--- config.mk ---
export PLATFORM = sky130hd
export DESIGN_NAME = frame_rate_window_statistics_flat
export DESIGN_NICKNAME = d
export VERILOG_FILES = /design/src/rtl/core/frws_pkg.sv /design/src/rtl/core/frws_in_if.sv /design/src/rtl/core/frws_out_if.sv /design/src/rtl/core/frws_div.sv /design/src/rtl/core/frame_rate_window_statistics.sv /design/src/flat_wrapper.sv
export SDC_FILE = /design/constraint.sdc
export NUM_CORES = 2
export LEC_CHECK = 0
export BUFFER_PORTS_ARGS = -buffer_cell sky130_fd_sc_hd__clkbuf_2
export CORE_MARGIN = 2
export CORE_UTILIZATION = 65
export DETAILED_ROUTE_END_ITERATION = 6
export GPL_ROUTABILITY_DRIVEN = 0
export PLACE_DENSITY = 0.82
export REMOVE_ABC_BUFFERS = 1
export SKIP_LAST_GASP = 1
export SLEW_MARGIN = 20
export SYNTH_ARGS = -nofsm -noshare
export SYNTH_HDL_FRONTEND = slang
export SYNTH_SLANG_ARGS = --single-unit
export TNS_END_PERCENT = 10
--- constraint.sdc ---
create_clock -name clk -period 16 [get_ports clk]
set_input_delay 1.6 -clock clk [delete_from_list [all_inputs] [get_ports clk]]
set_output_delay 1.6 -clock clk [all_outputs]
set_load 0.005 [all_outputs]
--- src/rtl/core/frws_pkg.sv ---
// shared widths and constants for the frame rate window statistics block
// no dependencies; imported by the interfaces and every module of the block
package frws_pkg;

    localparam int WINDOW_DEF = 60;

    localparam int TS_W     = 32;
    localparam int COUNT_W  = 6;
    localparam int RATE_W   = 18;
    localparam int MEAN_W   = 24;
    localparam int PCT_W    = 15;

    localparam int RATE_ONE = 256000;   // 1000.0 with 8 fraction bits
    localparam int PCT_ONE  = 25600;    // 100.0 with 8 fraction bits

    localparam int APB_ADDR_W = 3;
    localparam int APB_DATA_W = 32;

    // register index, taken from paddr[2]
    localparam logic REG_STATS_ENABLE = 1'b0;

endpackage

--- src/rtl/core/frws_in_if.sv ---
// frame event channel: valid/ready handshake with timestamp and dropped flag
// depends on frws_pkg
interface frws_in_if import frws_pkg::*; ();

    logic                valid;
    logic                ready;
    logic [TS_W-1:0]     timestamp_ms;
    logic                drop_flag;

    modport source (output valid, output timestamp_ms, output drop_flag, input ready);
    modport sink   (input valid, input timestamp_ms, input drop_flag, output ready);

endinterface

--- src/rtl/core/frws_out_if.sv ---
// statistics result channel: valid/ready handshake with the rate fields
// depends on frws_pkg
interface frws_out_if import frws_pkg::*; ();

    logic                valid;
    logic                ready;
    logic                stats_valid;
    logic [COUNT_W-1:0]  sample_count;
    logic [RATE_W-1:0]   fps_now;
    logic [MEAN_W-1:0]   fps_mean;
    logic [RATE_W-1:0]   fps_peak;
    logic [RATE_W-1:0]   fps_low;
    logic [PCT_W-1:0]    dropped_percent;

    modport source (
        output valid, output stats_valid, output sample_count, output fps_now,
        output fps_mean, output fps_peak, output fps_low, output dropped_percent,
        input ready
    );
    modport sink (
        input valid, input stats_valid, input sample_count, input fps_now,
        input fps_mean, input fps_peak, input fps_low, input dropped_percent,
        output ready
    );

endinterface

--- src/rtl/core/frws_div.sv ---
// restoring divider, one quotient bit per cycle, 32-bit divisor
// depends on frws_pkg; used by frame_rate_window_statistics
module frws_div import frws_pkg::*; #(
    parameter int NUM_W = 24
) (
    input  logic              clk,
    input  logic              rst_n,
    input  logic              start,
    input  logic [NUM_W-1:0]  dividend,
    input  logic [TS_W-1:0]   divisor,
    output logic              done,
    output logic [NUM_W-1:0]  quotient
);

    localparam int CNT_W = $clog2(NUM_W + 1);

    logic              busy_reg,  busy_next;
    logic              done_reg,  done_next;
    logic [CNT_W-1:0]  cnt_reg,   cnt_next;
    logic [TS_W-1:0]   rem_reg,   rem_next;
    logic [NUM_W-1:0]  quo_reg,   quo_next;
    logic [TS_W-1:0]   dsr_reg,   dsr_next;

    logic [TS_W:0]     shifted;
    logic              ge;
    logic [TS_W:0]     diff;

    always_comb
    begin
        shifted   = {rem_reg, quo_reg[NUM_W-1]};
        ge        = (shifted >= {1'b0, dsr_reg});
        diff      = shifted - {1'b0, dsr_reg};
        busy_next = busy_reg;
        done_next = 1'b0;
        cnt_next  = cnt_reg;
        rem_next  = rem_reg;
        quo_next  = quo_reg;
        dsr_next  = dsr_reg;
        if (start)
        begin
            busy_next = 1'b1;
            cnt_next  = CNT_W'(NUM_W);
            rem_next  = '0;
            quo_next  = dividend;
            dsr_next  = divisor;
        end
        else if (busy_reg)
        begin
            // dividend bits shift out of the top while quotient bits enter below
            rem_next = ge ? diff[TS_W-1:0] : shifted[TS_W-1:0];
            quo_next = {quo_reg[NUM_W-2:0], ge};
            cnt_next = cnt_reg - 1'b1;
            if (cnt_reg == CNT_W'(1))
            begin
                busy_next = 1'b0;
                done_next = 1'b1;
            end
        end
    end

    always_ff @(posedge clk or negedge rst_n)
    begin
        if (!rst_n)
        begin
            busy_reg <= 1'b0;
            done_reg <= 1'b0;
            cnt_reg  <= '0;
        end
        else
        begin
            busy_reg <= busy_next;
            done_reg <= done_next;
            cnt_reg  <= cnt_next;
        end
    end

    always_ff @(posedge clk)
    begin
        rem_reg <= rem_next;
        quo_reg <= quo_next;
        dsr_reg <= dsr_next;
    end

    assign done     = done_reg;
    assign quotient = quo_reg;

endmodule

--- src/rtl/core/frame_rate_window_statistics.sv ---
// frame rate window statistics over a circular sample memory
// depends on frws_pkg, frws_in_if, frws_out_if and frws_div
//
// usage:
//   frame_in carries one frame event per transfer (timestamp_ms, drop_flag).
//   stats_out carries exactly one result per accepted event: rates over the
//   samples stored before that event, then the event is pushed as newest.
//   stats_enable is written through the APB port at address 0; while it is 0
//   each event empties the window, is not stored and gets an all-zero result.
// event flow:
//   an event is taken only when the block is idle, so the next event waits
//   until the current result has been loaded into the output register. the
//   block walks the stored samples with one memory read per sample, then runs
//   five divisions in one shared restoring divider at one quotient bit per
//   cycle. an empty or disabled window skips the walk and the divisions.
// reset:
//   the window is empty and stats_enable is 0; no memory clearing is needed.
// stalls:
//   the result sits in an output register; the next event may be taken while
//   it waits, and that event's result holds until stats_out.ready is high.
module frame_rate_window_statistics import frws_pkg::*; #(
    parameter int WINDOW = WINDOW_DEF
) (
    input  logic                    clk,
    input  logic                    rst_n,
    frws_in_if.sink                 frame_in,
    frws_out_if.source              stats_out,
    input  logic                    psel,
    input  logic                    penable,
    input  logic                    pwrite,
    input  logic [APB_ADDR_W-1:0]   paddr,
    input  logic [APB_DATA_W-1:0]   pwdata,
    output logic [APB_DATA_W-1:0]   prdata,
    output logic                    pready
);

    localparam int PTR_W = (WINDOW > 1) ? $clog2(WINDOW) : 1;
    localparam int CNT_W = $clog2(WINDOW + 1);
    localparam int NUM_W = $clog2(WINDOW * RATE_ONE + 1);

    localparam logic [1:0] S_IDLE = 2'd0;
    localparam logic [1:0] S_WALK = 2'd1;
    localparam logic [1:0] S_DIV  = 2'd2;
    localparam logic [1:0] S_OUT  = 2'd3;

    localparam logic [2:0] DV_NOW  = 3'd0;
    localparam logic [2:0] DV_MEAN = 3'd1;
    localparam logic [2:0] DV_PEAK = 3'd2;
    localparam logic [2:0] DV_LOW  = 3'd3;
    localparam logic [2:0] DV_PCT  = 3'd4;

    // configuration
    logic stats_enable_reg;

    always_ff @(posedge clk or negedge rst_n)
    begin
        if (!rst_n)
            stats_enable_reg <= 1'b0;
        else if (psel && penable && pwrite && (paddr[2] == REG_STATS_ENABLE))
            stats_enable_reg <= pwdata[0];
    end

    assign pready = 1'b1;
    assign prdata = (paddr[2] == REG_STATS_ENABLE) ?
                    {{(APB_DATA_W-1){1'b0}}, stats_enable_reg} : '0;

    // sample memory, newest entry at head_reg
    logic [TS_W:0]      mem [WINDOW];
    logic [TS_W:0]      rdata_reg;
    logic [PTR_W-1:0]   rd_addr;
    logic               wr_en;
    logic [PTR_W-1:0]   wr_addr;

    // control
    logic [1:0]         state_reg,    state_next;
    logic [PTR_W-1:0]   head_reg,     head_next;
    logic [PTR_W-1:0]   rd_ptr_reg,   rd_ptr_next;
    logic [CNT_W-1:0]   count_reg,    count_next;
    logic [CNT_W-1:0]   age_reg,      age_next;
    logic               stats_reg,    stats_next;
    logic               push_reg,     push_next;
    logic [2:0]         sel_reg,      sel_next;
    logic               started_reg,  started_next;
    logic               ovalid_reg,   ovalid_next;

    // working values
    logic [TS_W-1:0]    t_reg,        t_next;
    logic               drop_reg,     drop_next;
    logic [TS_W-1:0]    prev_reg,     prev_next;
    logic [TS_W-1:0]    now_reg,      now_next;
    logic [TS_W-1:0]    min_reg,      min_next;
    logic [TS_W-1:0]    max_reg,      max_next;
    logic [TS_W-1:0]    span_reg,     span_next;
    logic [CNT_W-1:0]   drops_reg,    drops_next;
    logic [RATE_W-1:0]  q_now_reg,    q_now_next;
    logic [MEAN_W-1:0]  q_mean_reg,   q_mean_next;
    logic [RATE_W-1:0]  q_peak_reg,   q_peak_next;
    logic [RATE_W-1:0]  q_low_reg,    q_low_next;
    logic [PCT_W-1:0]   q_pct_reg,    q_pct_next;

    // output register
    logic               o_stats_reg,  o_stats_next;
    logic [COUNT_W-1:0] o_count_reg,  o_count_next;
    logic [RATE_W-1:0]  o_now_reg,    o_now_next;
    logic [MEAN_W-1:0]  o_mean_reg,   o_mean_next;
    logic [RATE_W-1:0]  o_peak_reg,   o_peak_next;
    logic [RATE_W-1:0]  o_low_reg,    o_low_next;
    logic [PCT_W-1:0]   o_pct_reg,    o_pct_next;

    // divider
    logic               div_start;
    logic [NUM_W-1:0]   div_num;
    logic [TS_W-1:0]    div_den;
    logic               div_done;
    logic [NUM_W-1:0]   div_quo;

    logic               in_fire;
    logic [TS_W-1:0]    rd_ts;
    logic               rd_drop;
    logic [TS_W-1:0]    gap;
    logic [PTR_W-1:0]   head_dec;
    logic [PTR_W-1:0]   rd_ptr_dec;

    function automatic logic [TS_W-1:0] clamp_iv(input logic [TS_W-1:0] v);
        clamp_iv = (v == '0) ? TS_W'(1) : v;
    endfunction

    function automatic logic [PTR_W-1:0] ptr_dec(input logic [PTR_W-1:0] p);
        ptr_dec = (p == '0) ? PTR_W'(WINDOW - 1) : p - 1'b1;
    endfunction

    assign frame_in.ready = (state_reg == S_IDLE);
    assign in_fire        = frame_in.valid && (state_reg == S_IDLE);
    assign rd_ts          = rdata_reg[TS_W:1];
    assign rd_drop        = rdata_reg[0];
    assign gap            = prev_reg - rd_ts;
    assign head_dec       = ptr_dec(head_reg);
    assign rd_ptr_dec     = ptr_dec(rd_ptr_reg);
    assign rd_addr        = (state_reg == S_IDLE) ? head_reg : rd_ptr_reg;

    always_ff @(posedge clk)
    begin
        if (wr_en)
            mem[wr_addr] <= {t_reg, drop_reg};
        rdata_reg <= mem[rd_addr];
    end

    // divider operands
    always_comb
    begin
        unique case (sel_reg)
            DV_NOW:
            begin
                div_num = NUM_W'(RATE_ONE);
                div_den = clamp_iv(now_reg);
            end
            DV_MEAN:
            begin
                div_num = NUM_W'(count_reg) * NUM_W'(RATE_ONE);
                div_den = clamp_iv(span_reg);
            end
            DV_PEAK:
            begin
                div_num = NUM_W'(RATE_ONE);
                div_den = clamp_iv(min_reg);
            end
            DV_LOW:
            begin
                div_num = NUM_W'(RATE_ONE);
                div_den = clamp_iv(max_reg);
            end
            default:
            begin
                div_num = NUM_W'(drops_reg) * NUM_W'(PCT_ONE);
                div_den = TS_W'(count_reg);
            end
        endcase
    end

    assign div_start = (state_reg == S_DIV) && !started_reg;

    frws_div #(
        .NUM_W (NUM_W)
    ) u_div (
        .clk      (clk),
        .rst_n    (rst_n),
        .start    (div_start),
        .dividend (div_num),
        .divisor  (div_den),
        .done     (div_done),
        .quotient (div_quo)
    );

    always_comb
    begin
        state_next   = state_reg;
        head_next    = head_reg;
        rd_ptr_next  = rd_ptr_reg;
        count_next   = count_reg;
        age_next     = age_reg;
        stats_next   = stats_reg;
        push_next    = push_reg;
        sel_next     = sel_reg;
        started_next = started_reg;
        ovalid_next  = ovalid_reg;
        t_next       = t_reg;
        drop_next    = drop_reg;
        prev_next    = prev_reg;
        now_next     = now_reg;
        min_next     = min_reg;
        max_next     = max_reg;
        span_next    = span_reg;
        drops_next   = drops_reg;
        q_now_next   = q_now_reg;
        q_mean_next  = q_mean_reg;
        q_peak_next  = q_peak_reg;
        q_low_next   = q_low_reg;
        q_pct_next   = q_pct_reg;
        o_stats_next = o_stats_reg;
        o_count_next = o_count_reg;
        o_now_next   = o_now_reg;
        o_mean_next  = o_mean_reg;
        o_peak_next  = o_peak_reg;
        o_low_next   = o_low_reg;
        o_pct_next   = o_pct_reg;
        wr_en        = 1'b0;
        wr_addr      = (head_reg == PTR_W'(WINDOW - 1)) ? '0 : head_reg + 1'b1;

        if (ovalid_reg && stats_out.ready)
            ovalid_next = 1'b0;

        unique case (state_reg)
            S_IDLE:
            begin
                if (in_fire)
                begin
                    t_next      = frame_in.timestamp_ms;
                    drop_next   = frame_in.drop_flag;
                    rd_ptr_next = head_dec;
                    age_next    = '0;
                    sel_next    = DV_NOW;
                    started_next = 1'b0;
                    if (!stats_enable_reg)
                    begin
                        count_next = '0;
                        stats_next = 1'b0;
                        push_next  = 1'b0;
                        state_next = S_OUT;
                    end
                    else if (count_reg == '0)
                    begin
                        stats_next = 1'b0;
                        push_next  = 1'b1;
                        state_next = S_OUT;
                    end
                    else
                    begin
                        stats_next = 1'b1;
                        push_next  = 1'b1;
                        state_next = S_WALK;
                    end
                end
            end
            S_WALK:
            begin
                // rdata_reg holds the sample of age age_reg, newest first
                rd_ptr_next = rd_ptr_dec;
                prev_next   = rd_ts;
                age_next    = age_reg + 1'b1;
                if (age_reg == '0)
                begin
                    now_next   = t_reg - rd_ts;
                    min_next   = t_reg - rd_ts;
                    max_next   = t_reg - rd_ts;
                    drops_next = CNT_W'(rd_drop);
                end
                else
                begin
                    if (gap < min_reg)
                        min_next = gap;
                    if (gap > max_reg)
                        max_next = gap;
                    drops_next = drops_reg + CNT_W'(rd_drop);
                end
                if (age_reg == count_reg - 1'b1)
                begin
                    span_next  = t_reg - rd_ts;
                    state_next = S_DIV;
                end
            end
            S_DIV:
            begin
                if (!started_reg)
                    started_next = 1'b1;
                else if (div_done)
                begin
                    started_next = 1'b0;
                    sel_next     = sel_reg + 1'b1;
                    unique case (sel_reg)
                        DV_NOW:  q_now_next  = RATE_W'(div_quo);
                        DV_MEAN: q_mean_next = MEAN_W'(div_quo);
                        DV_PEAK: q_peak_next = RATE_W'(div_quo);
                        DV_LOW:  q_low_next  = RATE_W'(div_quo);
                        default: q_pct_next  = PCT_W'(div_quo);
                    endcase
                    if (sel_reg == DV_PCT)
                        state_next = S_OUT;
                end
            end
            default:
            begin
                // wait for the output register to free up, then load the result and push the sample if push_reg is set
                if (!ovalid_reg || stats_out.ready)
                begin
                    ovalid_next  = 1'b1;
                    o_stats_next = stats_reg;
                    o_count_next = stats_reg ? COUNT_W'(count_reg) : '0;
                    o_now_next   = stats_reg ? q_now_reg  : '0;
                    o_mean_next  = stats_reg ? q_mean_reg : '0;
                    o_peak_next  = stats_reg ? q_peak_reg : '0;
                    o_low_next   = stats_reg ? q_low_reg  : '0;
                    o_pct_next   = stats_reg ? q_pct_reg  : '0;
                    if (push_reg)
                    begin
                        wr_en     = 1'b1;
                        head_next = wr_addr;
                        if (count_reg != CNT_W'(WINDOW))
                            count_next = count_reg + 1'b1;
                    end
                    state_next = S_IDLE;
                end
            end
        endcase
    end

    always_ff @(posedge clk or negedge rst_n)
    begin
        if (!rst_n)
        begin
            state_reg   <= S_IDLE;
            head_reg    <= '0;
            rd_ptr_reg  <= '0;
            count_reg   <= '0;
            age_reg     <= '0;
            stats_reg   <= 1'b0;
            push_reg    <= 1'b0;
            sel_reg     <= DV_NOW;
            started_reg <= 1'b0;
            ovalid_reg  <= 1'b0;
        end
        else
        begin
            state_reg   <= state_next;
            head_reg    <= head_next;
            rd_ptr_reg  <= rd_ptr_next;
            count_reg   <= count_next;
            age_reg     <= age_next;
            stats_reg   <= stats_next;
            push_reg    <= push_next;
            sel_reg     <= sel_next;
            started_reg <= started_next;
            ovalid_reg  <= ovalid_next;
        end
    end

    always_ff @(posedge clk)
    begin
        t_reg       <= t_next;
        drop_reg    <= drop_next;
        prev_reg    <= prev_next;
        now_reg     <= now_next;
        min_reg     <= min_next;
        max_reg     <= max_next;
        span_reg    <= span_next;
        drops_reg   <= drops_next;
        q_now_reg   <= q_now_next;
        q_mean_reg  <= q_mean_next;
        q_peak_reg  <= q_peak_next;
        q_low_reg   <= q_low_next;
        q_pct_reg   <= q_pct_next;
        o_stats_reg <= o_stats_next;
        o_count_reg <= o_count_next;
        o_now_reg   <= o_now_next;
        o_mean_reg  <= o_mean_next;
        o_peak_reg  <= o_peak_next;
        o_low_reg   <= o_low_next;
        o_pct_reg   <= o_pct_next;
    end

    assign stats_out.valid           = ovalid_reg;
    assign stats_out.stats_valid     = o_stats_reg;
    assign stats_out.sample_count    = o_count_reg;
    assign stats_out.fps_now         = o_now_reg;
    assign stats_out.fps_mean        = o_mean_reg;
    assign stats_out.fps_peak        = o_peak_reg;
    assign stats_out.fps_low         = o_low_reg;
    assign stats_out.dropped_percent = o_pct_reg;

endmodule
--- src/flat_wrapper.sv ---
// flat-port wrapper written by rule: the top's interface ports become plain ports
module frame_rate_window_statistics_flat import frws_pkg::*;
#(
    parameter int WINDOW = WINDOW_DEF
)
  (clk, rst_n, psel, penable, pwrite, paddr, pwdata, prdata, pready, frame_in_valid, frame_in_timestamp_ms, frame_in_drop_flag, frame_in_ready, stats_out_valid, stats_out_stats_valid, stats_out_sample_count, stats_out_fps_now, stats_out_fps_mean, stats_out_fps_peak, stats_out_fps_low, stats_out_dropped_percent, stats_out_ready);
  frws_in_if frame_in_i ();
  frws_out_if stats_out_i ();
  input  logic clk;
  input  logic rst_n;
  input  logic psel;
  input  logic penable;
  input  logic pwrite;
  input  logic [APB_ADDR_W-1:0] paddr;
  input  logic [APB_DATA_W-1:0] pwdata;
  output logic [APB_DATA_W-1:0] prdata;
  output logic pready;
  input wire logic [$bits(frame_in_i.valid)-1:0] frame_in_valid;
  input wire logic [$bits(frame_in_i.timestamp_ms)-1:0] frame_in_timestamp_ms;
  input wire logic [$bits(frame_in_i.drop_flag)-1:0] frame_in_drop_flag;
  output wire logic [$bits(frame_in_i.ready)-1:0] frame_in_ready;
  output wire logic [$bits(stats_out_i.valid)-1:0] stats_out_valid;
  output wire logic [$bits(stats_out_i.stats_valid)-1:0] stats_out_stats_valid;
  output wire logic [$bits(stats_out_i.sample_count)-1:0] stats_out_sample_count;
  output wire logic [$bits(stats_out_i.fps_now)-1:0] stats_out_fps_now;
  output wire logic [$bits(stats_out_i.fps_mean)-1:0] stats_out_fps_mean;
  output wire logic [$bits(stats_out_i.fps_peak)-1:0] stats_out_fps_peak;
  output wire logic [$bits(stats_out_i.fps_low)-1:0] stats_out_fps_low;
  output wire logic [$bits(stats_out_i.dropped_percent)-1:0] stats_out_dropped_percent;
  input wire logic [$bits(stats_out_i.ready)-1:0] stats_out_ready;
  assign frame_in_i.valid = frame_in_valid;
  assign frame_in_i.timestamp_ms = frame_in_timestamp_ms;
  assign frame_in_i.drop_flag = frame_in_drop_flag;
  assign frame_in_ready = frame_in_i.ready;
  assign stats_out_valid = stats_out_i.valid;
  assign stats_out_stats_valid = stats_out_i.stats_valid;
  assign stats_out_sample_count = stats_out_i.sample_count;
  assign stats_out_fps_now = stats_out_i.fps_now;
  assign stats_out_fps_mean = stats_out_i.fps_mean;
  assign stats_out_fps_peak = stats_out_i.fps_peak;
  assign stats_out_fps_low = stats_out_i.fps_low;
  assign stats_out_dropped_percent = stats_out_i.dropped_percent;
  assign stats_out_i.ready = stats_out_ready;
  frame_rate_window_statistics #(.WINDOW(WINDOW)) u_core (.clk(clk), .rst_n(rst_n), .frame_in(frame_in_i), .stats_out(stats_out_i), .psel(psel), .penable(penable), .pwrite(pwrite), .paddr(paddr), .pwdata(pwdata), .prdata(prdata), .pready(pready));
endmodule
==> impl_metrics.env <==
export IMPL_status="complete, but fails checks"
export IMPL_violations="DRC"
export IMPL_rr_worst_depth=14
export IMPL_critical_path_class="flip-flop to flip-flop"
export IMPL_numCtsBuffers=232
export IMPL_yosys_warnings=0
export IMPL_die_width_um=405.8
export IMPL_start_util=0.6543
export IMPL_drc=19
export IMPL_min_to="u_core.prev_reg[30]"
export IMPL_cp_slowest_cell="a311oi_1"
export IMPL_ir_drop_uv=115.3
export IMPL_grt_max_degree=139
export IMPL_num_vias=60279
export IMPL_crit_path_end_kind="flip-flop"
export IMPL_hold_depth=0
export IMPL_min_period_over_period=0.4214
export IMPL_whs_ns=0.4362
export IMPL_maxUsedRoutingLayer="met5"
export IMPL_num_rows=147
export IMPL_dr_pass1_iters=7
export IMPL_start_kind="flip-flop"
export IMPL_placed_cells=8156
export IMPL_layout_nets=6553
export IMPL_ys_ff_latch=2534
export IMPL_worstSkewPairLatency_ns=0.93
export IMPL_path_cells="inv_1, ha_1, buf_4, nand2_1, o21ai_4, buf_4, buf_4, buf_12, buf_4, mux4_2, nand2_1, a311oi_1, a21oi_1, a21oi_1"
export IMPL_synthArstFlopShare=0.01618
export IMPL_ant_nets=0
export IMPL_r2r_start="u_core.state_reg[0]"
export IMPL_p_per_area_nw_per_um2=108.6
export IMPL_dr_wl_met3_mm=36.75
export IMPL_m1WireLength_mm=93.14
export IMPL_worst_slew_pin_slew_ns=1.331
export IMPL_finClkSkew_ns=0.1011
export IMPL_cpLargestDelayFamily="buffers and inverters"
export IMPL_power_mw=12.65
export IMPL_multi_input_area_um2=28190
export IMPL_regToRegSetupSlack_ns=9.26
export IMPL_nFillCells=8806
export IMPL_drive_gt1_frac=0.1938
export IMPL_max_slew_margin_rel=0.1073
export IMPL_slew_viol_final=0
export IMPL_io_buffers=144
export IMPL_hold_path_class="flip-flop to flip-flop"
export IMPL_grt_ovfl_total=0
export IMPL_grt_pass1_vias=60227
export IMPL_synth_top_flop_cell="edfxtp_1"
export IMPL_cp_required_ns=16.78
export IMPL_path_buf_inv=6
export IMPL_synth_area_leaders="edfxtp_1, mux4_2, ha_1"
export IMPL_holdCritStartpoint="u_core.rdata_reg[31]"
export IMPL_arrival_ns=7.52
export IMPL_fin_setup_tns_ns=0
export IMPL_final_common_cell="edfxtp_1"
export IMPL_cap_violations=0
export IMPL_mostFrequentLayoutCells="edfxtp_1, mux4_2, nand2_1"
export IMPL_cts_max_path_buffers=3
export IMPL_routed_wl_mm=276.0
export IMPL_synth_area_per_cell_um2=17.54
export IMPL_largest_reg_flops=1980
export IMPL_max_freq_mhz=148.3
export IMPL_area_delta_synth_final_pct=10.96
export IMPL_cts_hold_buf=0
export IMPL_dieArea_um2=164700
export IMPL_setup_viol=0
export IMPL_hold_violations=0
export IMPL_instances_no_fill=8598
export IMPL_seq_area_um2=75240
export IMPL_syn_cell_area_um2=104900
export IMPL_grt_pass1_wl_mm=400.0
export IMPL_cts_max_level=4
export IMPL_track_usage=0.3383
export IMPL_yosysTopAreaCell="edfxtp_1"
export IMPL_via_per_inst=7.011
export IMPL_root_buffer="clkbuf_16"
export IMPL_cts_tree="yes"
export IMPL_synth_top_area_frac=0.6948
export IMPL_wl_met2_mm=129.4
export IMPL_r2r_end="u_core.rdata_reg[5]"
export IMPL_cts_sinks=2534
export IMPL_drt_iter0_drc=9525
export IMPL_clkTransAtPathRegs_ns=0.07
export IMPL_die_h_um=405.8
export IMPL_routedWlPerCell_um=32.11
export IMPL_core_um2=160400
export IMPL_p_leak_nw=38.63
export IMPL_critPathMostFrequentCell="buf_4"
export IMPL_max_stage_delay_ns=0.86
export IMPL_finalCriticalPeriod_ns=6.742
export IMPL_worstPathMaxFanout=117
export IMPL_antenna_found_initial=8
export IMPL_ctsResizeCount=0
export IMPL_ios=210
export IMPL_synthCells=5982
export IMPL_rsz0062_at_grt="false"
export IMPL_synth_seq_area_share=0.7170
export IMPL_synth_distinct_cells=80
export IMPL_post_cts_buffers=0
export IMPL_hpwl_mm=143.3
export IMPL_synth_edf_count=2428
[how the worst max path moves through the flow]
| stage | cells past startpoint | start | slack, ns | end |
|---|---|---|---|---|
| finish | 14 | u_core.state_reg[0] | 9.26 | u_core.rdata_reg[5] |
| global route | 14 | u_core.state_reg[0] | 9.29 | u_core.rdata_reg[5] |
| CTS | 14 | u_core.state_reg[0] | 9.60 | u_core.rdata_reg[5] |
| detailed placement | 14 | u_core.state_reg[1] | 9.84 | u_core.rdata_reg[5] |
| global placement | 14 | u_core.state_reg[0] | 9.82 | u_core.rdata_reg[5] |
| floorplan | 8 | u_core.state_reg[0] | -33.78 | u_core.rdata_reg[0] |
[kinds of logic after synthesis]
family	count (synthesis)	synth area share
adders and majority gates	247	0.03067
AOI/OAI and AO/OA	907	0.05790
xor gates and xnor gates	128	0.01068
DFF	2534	0.7170
other	2	0.00007157
and+or+nand+nor	1073	0.04877
muxes	571	0.1138
buffers and inverters	520	0.02115
[stage by stage]
step	util	instance area (µm²)	setup slack (ns)
floorplan	-	103600	-33.78
global placement	0.6789	108900	9.819
detailed placement	0.6789	108900	9.837
CTS	0.7257	116400	9.596
global route	0.7258	116400	9.291
finish	0.7260	116400	9.258
[per-layer routing]
metal | global-route usage | up-vias
li1 | - | 24197
met1 | 0.4422 | 29994
met2 | 0.5257 | 5115
met3 | 0.08838 | 961
met4 | 0.1862 | 12
met5 | 0 | -
[synth_stat cells, types with 6 or more instances]
master and n:
nor3_1 26, o21a_1 23, nand2_1 381, nor2_1 241, a21o_1 55, a21oi_1 221
a311oi_1 35, a2111oi_0 6, mux2_2 22, dfrtp_1 41, buf_1 24, ha_1 230
clkbuf_1 168, a211oi_1 181, o21bai_1 23, a32oi_1 7, inv_1 199, o21ai_0 108
nand2b_1 22, edfxtp_1 2428, and3_1 12, nand4_1 39, mux2i_1 54, and2_1 221
o31ai_1 14, nor2b_1 27, o211ai_1 8, xnor2_1 89, buf_2 85, nand3_1 33
buf_4 41, mux4_2 495, a31oi_1 99, nor4_1 42, fa_1 17, dfxtp_1 65
nor3b_1 9, xor2_1 39, a22oi_1 57
[area by class of cell]
class	instances	area share
Timing Repair Buffer	304	0.01747
Clock inverter	137	0.01082
Tap cell	2160	0.02321
Sequential cell	2534	0.6462
Inverter	201	0.006480
Clock buffer	295	0.05356
Antenna cell	9	0.0001934
Multi-Input combinational cell	2958	0.2421
[power breakdown]
group | switching (mW) | total [mW] | internal [mW]
Combinational | 0.00750 | 0.0126 | 0.00506
Clock | 2.49 | 5.48 | 2.99
Sequential | 0.00128 | 7.15 | 7.15
No activity file was read; power rests on OpenSTA's default activity.
